`src/hw/rtl/rgbrle_pkg.sv`:
```
// Shared types and constants for the RGB565 run-length encoder.
// No dependencies.
package rgbrle_pkg;

    localparam int PIXEL_W        = 16;
    localparam int TAG_W          = 8;
    localparam int BUDGET_W       = 24;
    localparam int RLE_COUNT_BITS = 24;

    localparam logic [PIXEL_W-1:0]  BLACK_PIXEL  = 16'h0000;
    localparam logic [PIXEL_W-1:0]  SKIP_MAX     = 16'd65535;
    localparam logic [PIXEL_W-1:0]  COLOR_MAX    = 16'd255;
    localparam logic [TAG_W-1:0]    SKIP_TAG     = 8'h00;
    localparam int                  TOKEN_BYTES  = 3;
    localparam logic [BUDGET_W-1:0] BUDGET_MARGIN = 24'd5;
    localparam logic [BUDGET_W-1:0] BUDGET_RESET  = 24'd24576;
    localparam logic [BUDGET_W-1:0] LIMIT_RESET   = BUDGET_RESET - BUDGET_MARGIN;

    localparam int FIFO_DEPTH = 4;
    localparam int FIFO_PTR_W = $clog2(FIFO_DEPTH);
    localparam int FIFO_CNT_W = $clog2(FIFO_DEPTH + 1);

    typedef struct packed {
        logic [TAG_W-1:0]   run_tag;
        logic [PIXEL_W-1:0] run_value;
        logic               dropped;
        logic               last;
    } token_t;

    typedef struct packed {
        logic   v0;
        token_t t0;
        logic   v1;
        token_t t1;
    } tok_pair_t;

endpackage

```
`src/hw/rtl/rgbrle_encoder.sv`:
```
// Run state and token generation: one pixel per advance, up to two tokens out.
// Depends on rgbrle_pkg.
module rgbrle_encoder
    import rgbrle_pkg::*;
#(
    parameter int COUNT_BITS = RLE_COUNT_BITS
)
(
    input  logic                clk,
    input  logic                rst_n,
    input  logic                advance,
    input  logic [PIXEL_W-1:0]  pixel,
    input  logic                frame_end,
    input  logic [BUDGET_W-1:0] limit,
    output tok_pair_t           toks
);

    localparam int CMP_W = (COUNT_BITS > BUDGET_W) ? COUNT_BITS : BUDGET_W;

    function automatic logic [COUNT_BITS-1:0] sat_add(input logic [COUNT_BITS-1:0] v);
        logic [COUNT_BITS:0] s;
        s = {1'b0, v} + (COUNT_BITS+1)'(TOKEN_BYTES);
        sat_add = s[COUNT_BITS] ? {COUNT_BITS{1'b1}} : s[COUNT_BITS-1:0];
    endfunction

    logic                  open_reg,  open_next;
    logic                  skip_reg,  skip_next;
    logic [PIXEL_W-1:0]    color_reg, color_next;
    logic [PIXEL_W-1:0]    len_reg,   len_next;
    logic [COUNT_BITS-1:0] bw_reg,    bw_next;
    logic                  exh_reg,   exh_next;

    logic                  black, ext, close_prev, close_cur;
    logic                  cur_skip;
    logic [PIXEL_W-1:0]    cur_color, cur_len;
    logic                  drop_x, drop_y;
    logic [COUNT_BITS-1:0] bw_x, bw_y;
    token_t                prev_tok, cur_tok;

    always_comb
    begin
        black = (pixel == BLACK_PIXEL);
        ext   = open_reg & (skip_reg ? (black & (len_reg != SKIP_MAX))
                                     : (!black & (pixel == color_reg) & (len_reg < COLOR_MAX)));

        cur_skip  = ext ? skip_reg  : black;
        cur_color = ext ? color_reg : (black ? BLACK_PIXEL : pixel);
        cur_len   = ext ? (len_reg + PIXEL_W'(1)) : PIXEL_W'(1);

        close_prev = open_reg & !ext;
        close_cur  = (cur_skip ? (cur_len == SKIP_MAX) : (cur_len >= COLOR_MAX)) | frame_end;

        // budget check for first and second emitted token
        drop_x = exh_reg | (CMP_W'(bw_reg) >= CMP_W'(limit));
        bw_x   = drop_x ? bw_reg : sat_add(bw_reg);
        drop_y = drop_x | (CMP_W'(bw_x) >= CMP_W'(limit));
        bw_y   = drop_y ? bw_x : sat_add(bw_x);

        prev_tok.run_tag   = skip_reg ? SKIP_TAG : len_reg[TAG_W-1:0];
        prev_tok.run_value = skip_reg ? len_reg : color_reg;
        prev_tok.dropped   = drop_x;
        prev_tok.last      = 1'b0;

        cur_tok.run_tag   = cur_skip ? SKIP_TAG : cur_len[TAG_W-1:0];
        cur_tok.run_value = cur_skip ? cur_len : cur_color;
        cur_tok.dropped   = close_prev ? drop_y : drop_x;
        cur_tok.last      = frame_end;

        toks.v0 = close_prev | close_cur;
        toks.t0 = close_prev ? prev_tok : cur_tok;
        toks.v1 = close_prev & close_cur;
        toks.t1 = cur_tok;

        open_next  = open_reg;
        skip_next  = skip_reg;
        color_next = color_reg;
        len_next   = len_reg;
        bw_next    = bw_reg;
        exh_next   = exh_reg;
        if (advance)
        begin
            if (frame_end)
            begin
                open_next  = 1'b0;
                skip_next  = 1'b0;
                color_next = BLACK_PIXEL;
                len_next   = '0;
                bw_next    = '0;
                exh_next   = 1'b0;
            end
            else
            begin
                open_next  = !close_cur;
                skip_next  = cur_skip;
                color_next = cur_color;
                len_next   = cur_len;
                if (toks.v1)
                begin
                    bw_next  = bw_y;
                    exh_next = drop_y;
                end
                else if (toks.v0)
                begin
                    bw_next  = bw_x;
                    exh_next = drop_x;
                end
            end
        end
    end

    always_ff @(posedge clk or negedge rst_n)
    begin
        if (!rst_n)
        begin
            open_reg  <= 1'b0;
            skip_reg  <= 1'b0;
            color_reg <= BLACK_PIXEL;
            len_reg   <= '0;
            bw_reg    <= '0;
            exh_reg   <= 1'b0;
        end
        else
        begin
            open_reg  <= open_next;
            skip_reg  <= skip_next;
            color_reg <= color_next;
            len_reg   <= len_next;
            bw_reg    <= bw_next;
            exh_reg   <= exh_next;
        end
    end

endmodule

```
`src/hw/rtl/rgbrle_token_fifo.sv`:
```
// Small token queue: takes up to two tokens a cycle, gives one.
// Depends on rgbrle_pkg.
module rgbrle_token_fifo
    import rgbrle_pkg::*;
(
    input  logic                  clk,
    input  logic                  rst_n,
    input  logic                  push,
    input  tok_pair_t             toks,
    input  logic                  pop,
    output token_t                head,
    output logic [FIFO_CNT_W-1:0] count
);

    token_t                 mem_reg [FIFO_DEPTH];
    logic [FIFO_PTR_W-1:0]  wr_ptr_reg, wr_ptr_next;
    logic [FIFO_PTR_W-1:0]  rd_ptr_reg, rd_ptr_next;
    logic [FIFO_CNT_W-1:0]  count_reg, count_next;
    logic                   wr0, wr1;
    logic [FIFO_PTR_W-1:0]  wr_ptr_p1;

    always_comb
    begin
        wr0       = push & toks.v0;
        wr1       = push & toks.v1;
        wr_ptr_p1 = wr_ptr_reg + FIFO_PTR_W'(1);
        wr_ptr_next = wr_ptr_reg + FIFO_PTR_W'(wr0) + FIFO_PTR_W'(wr1);
        rd_ptr_next = rd_ptr_reg + FIFO_PTR_W'(pop);
        count_next  = count_reg + FIFO_CNT_W'(wr0) + FIFO_CNT_W'(wr1) - FIFO_CNT_W'(pop);
    end

    always_ff @(posedge clk)
    begin
        if (wr0)
        begin
            mem_reg[wr_ptr_reg] <= toks.t0;
        end
        if (wr1)
        begin
            mem_reg[wr_ptr_p1] <= toks.t1;
        end
    end

    always_ff @(posedge clk or negedge rst_n)
    begin
        if (!rst_n)
        begin
            wr_ptr_reg <= '0;
            rd_ptr_reg <= '0;
            count_reg  <= '0;
        end
        else
        begin
            wr_ptr_reg <= wr_ptr_next;
            rd_ptr_reg <= rd_ptr_next;
            count_reg  <= count_next;
        end
    end

    assign head  = mem_reg[rd_ptr_reg];
    assign count = count_reg;

endmodule

```
`src/hw/rtl/rgb565_run_length_encoder_core.sv`:
```
// Top level of the RGB565 run-length encoder with black-pixel skipping.
// Depends on rgbrle_pkg, rgbrle_encoder, rgbrle_token_fifo.
//
//  channel | handshake            | beat
//  --------+----------------------+--------------------------------------
//  in      | in_valid / in_stall  | pixel, frame_end
//  out     | out_valid / out_stall| run_tag, run_value, dropped, last
//  cfg     | cfg_valid / cfg_ready| cfg_data (output budget in bytes)
//
// One pixel a cycle unless in_stall is high: input register, run logic, four-entry token queue.
// A token reaches out only after its pixel has passed the input register and been written into the queue.
// A pixel producing two tokens takes two queue slots; input stalls when
// fewer than two are free, so sustained rate holds while tokens average one a pixel.
// Reset clears run state, byte count and queue; the budget returns to 24576.
// cfg_ready is always high; the budget is registered whenever cfg_valid is high.
module rgb565_run_length_encoder_core
    import rgbrle_pkg::*;
#(
    parameter int COUNT_BITS = RLE_COUNT_BITS
)
(
    input  logic                clk,
    input  logic                rst_n,
    input  logic                in_valid,
    output logic                in_stall,
    input  logic [PIXEL_W-1:0]  pixel,
    input  logic                frame_end,
    output logic                out_valid,
    input  logic                out_stall,
    output logic [TAG_W-1:0]    run_tag,
    output logic [PIXEL_W-1:0]  run_value,
    output logic                dropped,
    output logic                last,
    input  logic                cfg_valid,
    output logic                cfg_ready,
    input  logic [BUDGET_W-1:0] cfg_data
);

    logic                  item_valid_reg, item_valid_next;
    logic [PIXEL_W-1:0]    pixel_reg;
    logic                  fend_reg;
    logic [BUDGET_W-1:0]   limit_reg, limit_next;
    logic                  load, advance, pop;
    logic [FIFO_CNT_W-1:0] count;
    tok_pair_t             toks;
    token_t                head;

    assign cfg_ready = 1'b1;
    assign out_valid = (count != '0);
    assign pop       = out_valid & !out_stall;
    assign advance   = item_valid_reg &
                       ((count - FIFO_CNT_W'(pop)) <= FIFO_CNT_W'(FIFO_DEPTH - 2));
    assign in_stall  = item_valid_reg & !advance;
    assign load      = in_valid & !in_stall;

    always_comb
    begin
        item_valid_next = item_valid_reg;
        if (load)
        begin
            item_valid_next = 1'b1;
        end
        else if (advance)
        begin
            item_valid_next = 1'b0;
        end
        limit_next = limit_reg;
        if (cfg_valid & cfg_ready)
        begin
            limit_next = (cfg_data >= BUDGET_MARGIN) ? (cfg_data - BUDGET_MARGIN) : '0;
        end
    end

    always_ff @(posedge clk or negedge rst_n)
    begin
        if (!rst_n)
        begin
            item_valid_reg <= 1'b0;
            limit_reg      <= LIMIT_RESET;
        end
        else
        begin
            item_valid_reg <= item_valid_next;
            limit_reg      <= limit_next;
        end
    end

    always_ff @(posedge clk)
    begin
        if (load)
        begin
            pixel_reg <= pixel;
            fend_reg  <= frame_end;
        end
    end

    rgbrle_encoder #(
        .COUNT_BITS (COUNT_BITS)
    ) u_encoder (
        .clk       (clk),
        .rst_n     (rst_n),
        .advance   (advance),
        .pixel     (pixel_reg),
        .frame_end (fend_reg),
        .limit     (limit_reg),
        .toks      (toks)
    );

    rgbrle_token_fifo u_fifo (
        .clk   (clk),
        .rst_n (rst_n),
        .push  (advance),
        .toks  (toks),
        .pop   (pop),
        .head  (head),
        .count (count)
    );

    assign run_tag   = head.run_tag;
    assign run_value = head.run_value;
    assign dropped   = head.dropped;
    assign last      = head.last;

`ifndef SYNTH
    a_fifo_bound: assert property (@(posedge clk) disable iff (!rst_n)
        count <= FIFO_CNT_W'(FIFO_DEPTH))
        else $error("token queue over capacity");

    a_frame_end_last: assert property (@(posedge clk) disable iff (!rst_n)
        (advance && fend_reg) |-> (toks.v0 && (toks.v1 ? toks.t1.last : toks.t0.last)))
        else $error("frame end without final token");

    a_second_needs_first: assert property (@(posedge clk) disable iff (!rst_n)
        toks.v1 |-> toks.v0)
        else $error("second token without first");

    a_push_room: assert property (@(posedge clk) disable iff (!rst_n)
        advance |=> (count <= FIFO_CNT_W'(FIFO_DEPTH)))
        else $error("push overran queue");
`endif

endmodule
```
`config.mk`:
```
export PLATFORM = sky130hd
export DESIGN_NAME = rgb565_run_length_encoder_core
export DESIGN_NICKNAME = d
export VERILOG_FILES = /design/src/hw/rtl/rgbrle_pkg.sv /design/src/hw/rtl/rgbrle_encoder.sv /design/src/hw/rtl/rgbrle_token_fifo.sv /design/src/hw/rtl/rgb565_run_length_encoder_core.sv
export SDC_FILE = /design/constraint.sdc
export NUM_CORES = 1
export LEC_CHECK = 0
export BUFFER_PORTS_ARGS = -buffer_cell sky130_fd_sc_hd__buf_2
export CORE_UTILIZATION = 25
export CTS_BUF_LIST = sky130_fd_sc_hd__clkbuf_4 sky130_fd_sc_hd__clkbuf_8 sky130_fd_sc_hd__clkbuf_16
export CTS_CLUSTER_SIZE = 8
export DETAILED_ROUTE_END_ITERATION = 16
export PLACE_DENSITY = 0.48
export SYNTH_ARGS = -nofsm -noshare
export SYNTH_HDL_FRONTEND = slang
export SYNTH_SLANG_ARGS = --single-unit
export TNS_END_PERCENT = 30
```
`constraint.sdc`:
```
create_clock -name clk -period 6.1 [get_ports clk]
set_input_delay 0.305 -clock clk [delete_from_list [all_inputs] [get_ports clk]]
set_output_delay 0.305 -clock clk [all_outputs]
set_load 0.03 [all_outputs]
```
==> results.tsv, run 1 <==
metric	value	unit
DPL Wire Length	26.75	mm
period utilization	93.77	%
Final Max Tran Viols	0	
outcome	finished, final reports clean	
Syn Inst Count	1234	
fin nets	1427	
top-count cell post-synth	edfxtp_1	
max-slew headroom at the worst pin	33.61	%
post-synth top area cell	edfxtp_1	
Simple-Gate Fraction of Synth Area	15.31	%
LEAKAGE	5.968	nW
dominant synthesized flop cell	edfxtp_1	
clock transition at the registers of the reported paths	0.06	ns
DRC viols	0	
share of cells above drive strength 1	17.55	%
largest net degree at the start of global routing	72	
grt ovf	0	
H-tree depth	1	
skew final	0.02296	ns
distinct cell type count after synthesis	83	
Die ar.	52310	um^2
initial core utilization	25.46	%
area grow syn2layout	18.59	%
Commonest cells post-synth	edfxtp_1, nor2_1, nand2_1, a21oi_1, dfrtp_1	
fraction of the mapped netlist area in adder cells	6.018	%
Worst Hold Class	in2reg	
synthesized area	12850	um^2
syn_area_per_cell	10.41	um^2
DR vias/cell	4.941	
Mapped Nets	1340	
drt pass-1 iters	6	
DIE WIDTH	228.7	um
largest family of logic cells by synthesized area	simple AND/OR/NAND/NOR gates	
Seq cells post-synth	212	
Worst Max-Slew Pin Slew	0.9959	ns
post-synthesis mux area share	9.036	%
Final ANT Viol Nets	0	
worst skew pair latency	0.59	ns
DRT iter0 DRCs	674	
RSZ-0062 raised after global routing	no	
Synth area leaders	edfxtp_1, dfrtp_1, ha_1	
Port Buffers	73	
maxcap violations	0	
sequential fraction of the synthesis area	46.12	%
P per Cell Area	434.4	nW/um^2
total number of vias	9967	
Avg WL per Cell	18.76	um
chip height	228.7	um
post-synthesis xor/xnor area fraction	4.839	%
Synth Warn #	0	
fin crit period	5.720	ns
Crit Path Category	reg2reg	
hold slack	0.02200	ns
CP required	6.56	ns
final hold violation count	0	
ANT cells	0	
post-synth top area share	28.28	%
CTS root buf	clkbuf_16	
fraction of registers with async set/reset	42.92	%
Synth Area in Compound Gates	14.43	%
nature of the critical path endpoint	register	
DRT Wirelength	37.84	mm
total global-route track usage	14.44	%
EDFF count, synth	121	
# rows	82	
VDD IR max	0.2009	mV
CORE AREA	50480	um^2
fmax	174.8	MHz
Final Setup Violations	0	
first-pass GRT wire length	59.07	mm
Worst Path Max Fanout	12	
clock sinks	212	
worst endpoint data arrival time	6.18	ns
io pins	75	
Fin Setup TNS	0	ns
RePlAce Congestion	0.8630	
CTS tree	yes	
max reg flops	104	
crit start category	register	
number of global-route vias before repair	9841	
overall power	6.619	mW
initial antenna violation count	0	
clock buffer depth	3	
cts bufs inserted	31	
==> worst max-delay path: stages, from the launching register on <==
cell	delay, ns
dfrtp_1	0.58
ha_1	0.33
a21oi_1	0.14
o21a_1	0.18
a2bb2oi_1	0.22
and3_1	0.51
nand2_1	0.19
buf_4	0.22
nor3_1	0.24
mux2i_1	0.41
inv_1	0.09
ha_1	0.32
a21oi_1	0.15
o21ai_0	0.13
a21oi_1	0.18
o211ai_1	0.15
nor3_1	0.30
o2111ai_1	0.19
or3b_1	0.45
nor3_4	0.23
and3_1	0.20
xnor2_1	0.12
a21oi_1	0.08
==> metal layers <==
layer	track usage, %	up-vias	part of all wire [%]	wire length (um)
li1	-	4747	-	-
met1	20.78	4893	48	18280
met4	4.425	0	2.4	906
met5	0	-	0	0
met3	1.759	53	4.8	1798
met2	22.46	274	45	16860
==> metrics by stage <==
| step | cell area, um^2 | instances | worst slack (ns) | util (%) |
|---|---|---|---|---|
| 2_1_floorplan | 12850 | 1234 | 1.015 | - |
| 6_report | 15240 | 2017 | 0.3801 | 30.19 |
| 3_3_place_gp | 13980 | 1934 | 0.3288 | 27.69 |
| 5_1_grt | 15240 | 2017 | 0.01379 | 30.19 |
| 4_1_cts | 15200 | 2015 | 0.3335 | 30.12 |
| 3_5_place_dp | 13980 | 1934 | 0.3305 | 27.69 |
==> final cells by class <==
| type | count | area [um^2] |
|---|---|---|
| clock inverters | 3 | 32.53 |
| inverters | 50 | 187.7 |
| fillers | 5279 | 35240 |
| multi-input cells | 896 | 6439 |
| flip-flops and latches | 212 | 5928 |
| clock buffers | 54 | 954.7 |
| well taps | 672 | 840.8 |
| repair buffers | 130 | 855.8 |
==> where the power goes <==
group	total, mW	internal, mW	switching (mW)
clock	1.72	1.06	0.660
sequential	2.30	1.98	0.315
combinational	2.61	0.946	1.66
total	6.62	3.99	2.63
==> logic make-up (layout without fill, tap and decap cells) <==
logic type	Yosys count	after routing
other cells	1	1
flops	212	212
simple gates	394	394
xor+xnor	71	71
compound gates	287	287
fa+ha+maj	60	60
buf+inv	126	237
mux	83	83
==> worst paths after layout <==
kind                                                         end  depth (start not counted)  slack (ns)                              from
min in group asynchronous       u_encoder.len_reg[9]$_DFFE_PN0P_                          2        0.18                             rst_n
worst min register to register          limit_reg[0]$_DFFE_PN1P_                          1        0.51          limit_reg[0]$_DFFE_PN1P_
worst max-delay path            u_encoder.bw_reg[15]$_DFFE_PN0P_                         22        0.38  u_encoder.bw_reg[17]$_DFFE_PN0P_
worst min-delay path                   limit_reg[18]$_DFFE_PN0P_                          3        0.02                      cfg_data[18]
worst max register to register  u_encoder.bw_reg[15]$_DFFE_PN0P_                         22        0.38  u_encoder.bw_reg[17]$_DFFE_PN0P_
max in group asynchronous         u_fifo.rd_ptr_reg[0]$_DFF_PN0_                          3        4.62                             rst_n
==> timing repair <==
action / in CTS / in global routing
setup endpoints to repair: 0 / 12
hold buffers: 24 / 0
endpoints found under the hold margin: 43 / 0
resized for setup: 0 / 4
buffers inserted: 0 / 2
==> layout by cell type, fill, tap and decap left out, types with 22 or more instances in the layout <==
master	n
a22o_1	29
o22ai_1	23
nand3_1	32
clkbuf_16	31
nor2_1	109
xnor2_1	50
a31oi_1	22
a21oi_1	80
mux4_2	26
clkbuf_4	22
edfxtp_1	121
ha_1	57
buf_2	72
buf_4	34
nor3_1	26
nand2_1	106
mux2i_1	53
dlygate4sd3_1	24
o21ai_0	58
inv_1	49
dfrtp_1	77
Note: power is estimated with default switching activity, not from simulation.
==> run 2: changes to the inputs <==
- CORE_UTILIZATION: 25 -> 39
- PLACE_DENSITY: 0.48 -> 0.64
==> run 2 against run 1 <==
Register-to-register slack worse by 0.23 ns. Hold slack better by 0.0069 ns. Non-clock buffer count is 2 lower. Utilization is 16 points higher. Fmax is 3.8% lower. Wire length is 7.2% lower. Largest cell class unchanged. Largest power group unchanged. Highest routed layer unchanged.
==> results.tsv, run 2 (same netlist as run 1, synthesis figures left out) <==
metric	value	unit
outcome	finished, final reports clean	
Post-CTS Resized	0	
fmax	168.2	MHz
DPL Wire Length	24.47	mm
CTS tree	yes	
DIE WIDTH	183.5	um
DRC viols	0	
Crit Path Category	reg2reg	
RSZ-0062 raised after global routing	no	
worst endpoint data arrival time	6.40	ns
P per Cell Area	439.7	nW/um^2
# rows	66	
CTS root buf	clkbuf_16	
fin nets	1425	
clock buffer depth	3	
max-slew headroom at the worst pin	31.66	%
nature of the critical path endpoint	register	
Fin Setup TNS	0	ns
total global-route track usage	20.99	%
overall power	6.553	mW
Final Setup Violations	0	
worst r2r path cells	20	
Final ANT Viol Nets	0	
CP required	6.55	ns
io pins	75	
drt pass-1 iters	6	
max reg flops	104	
final hold violation count	0	
skew final	0.01959	ns
crit start category	register	
Avg WL per Cell	19.69	um
H-tree depth	1	
number of global-route vias before repair	9727	
area grow syn2layout	15.97	%
clock sinks	212	
most frequent cells in the layout	edfxtp_1, nor2_1, nand2_1, a21oi_1, dfrtp_1	
DRT iter0 DRCs	687	
grt ovf	0	
layout filler cell count	3038	
Die ar.	33680	um^2
Worst Path Max Fanout	11	
first-pass GRT wire length	55.01	mm
maxcap violations	0	
Worst Max-Slew Pin Slew	1.020	ns
DR vias/cell	5.649	
cts bufs inserted	31	
ANT cells	0	
Final Max Tran Viols	0	
DRT Wirelength	35.13	mm
CORE AREA	32450	um^2
RePlAce Congestion	0.9502	
Worst Hold Class	in2reg	
initial antenna violation count	0	
hold depth	3	
fin crit period	5.946	ns
total number of vias	10080	
share of cells above drive strength 1	17.44	%
commonest non-fill, non-tap cell in the layout	edfxtp_1	
initial core utilization	39.59	%
LEAKAGE	5.949	nW
largest net degree at the start of global routing	47	
chip height	183.5	um
clock transition at the registers of the reported paths	0.05	ns
VDD IR max	0.2627	mV
period utilization	97.48	%
worst skew pair latency	0.57	ns
Port Buffers	73	
==> run 2: cell count changes in the layout (fill, tap and decap cells not counted), sizes merged <==
cell	delta
dlygate4sd3	-4
buf	+2
clkinv	-1
==> run 2: through the flow <==
stage,utilization [%],instances,setup slack [ns],hold slack (ns),cell area [um^2]
after floorplan,-,1234,1.015,0.009409,12850
after global placement,42.24,1708,0.3770,0.3554,13710
after detailed placement,42.24,1708,0.3008,0.3584,13710
after CTS,45.92,1784,0.2924,0.008200,14900
after global routing,45.92,1784,0.04145,0.03298,14900
final,45.92,1784,0.1535,0.02887,14900
==> run 2: timing repair <==
action                                 CTS  global route
setup buffers                            0             0
hold buffers                            20             0
endpoints found under the hold margin   51             0
==> run 2: final timing paths <==
check | from | end | slack [ns]
max | limit_reg[9]$_DFFE_PN1P_ | u_encoder.bw_reg[13]$_DFFE_PN0P_ | 0.15
min | cfg_data[9] | limit_reg[9]$_DFFE_PN1P_ | 0.03
max reg2reg | limit_reg[9]$_DFFE_PN1P_ | u_encoder.bw_reg[13]$_DFFE_PN0P_ | 0.15
min reg2reg | limit_reg[0]$_DFFE_PN1P_ | limit_reg[0]$_DFFE_PN1P_ | 0.51
max in group asynchronous | rst_n | u_fifo.rd_ptr_reg[0]$_DFF_PN0_ | 4.70
min in group asynchronous | rst_n | limit_reg[21]$_DFFE_PN0P_ | 0.30
==> run 2: where the power goes <==
part	internal (mW)	total, mW	switching [mW]
Clock	1.07	1.71	0.641
Sequential	1.98	2.26	0.282
Combinational	0.940	2.58	1.64
Total	3.99	6.55	2.56
==> run 2: cell type report <==
cell class	instances	area, um^2	share of cell area, %
well taps	442	553.0	3.711
repair buffers	128	830.8	5.575
flip-flops and latches	212	5928	39.78
multi-input cells	896	6409	43.01
inverters	50	187.7	1.259
clock inverters	2	27.53	0.1847
clock buffers	54	965.9	6.482
==> run 2: worst max-delay path: stages, from the launching register on <==
cell       delay [ns]
dfstp_2          0.51
inv_1            0.06
ha_1             0.31
a21o_1           0.17
a221o_1          0.31
nand2_1          0.09
and3_1           0.49
nand2_1          0.32
o31ai_1          0.64
ha_1             0.36
a21oi_1          0.14
nor2_1           0.05
o41ai_1          0.59
o211ai_1         0.25
nor3_1           0.23
o2111ai_1        0.18
or3b_1           0.49
nor3_4           0.24
xnor2_1          0.14
nand2_1          0.07
a22o_1           0.20
==> run 2: layer usage <==
metal	GRT usage [%]	up-vias	routed length (um)
li1	-	4756	-
met1	29.54	4889	15970
met2	32.53	364	15860
met3	3.764	69	2277
met4	7.000	0	1016
met5	0	-	0
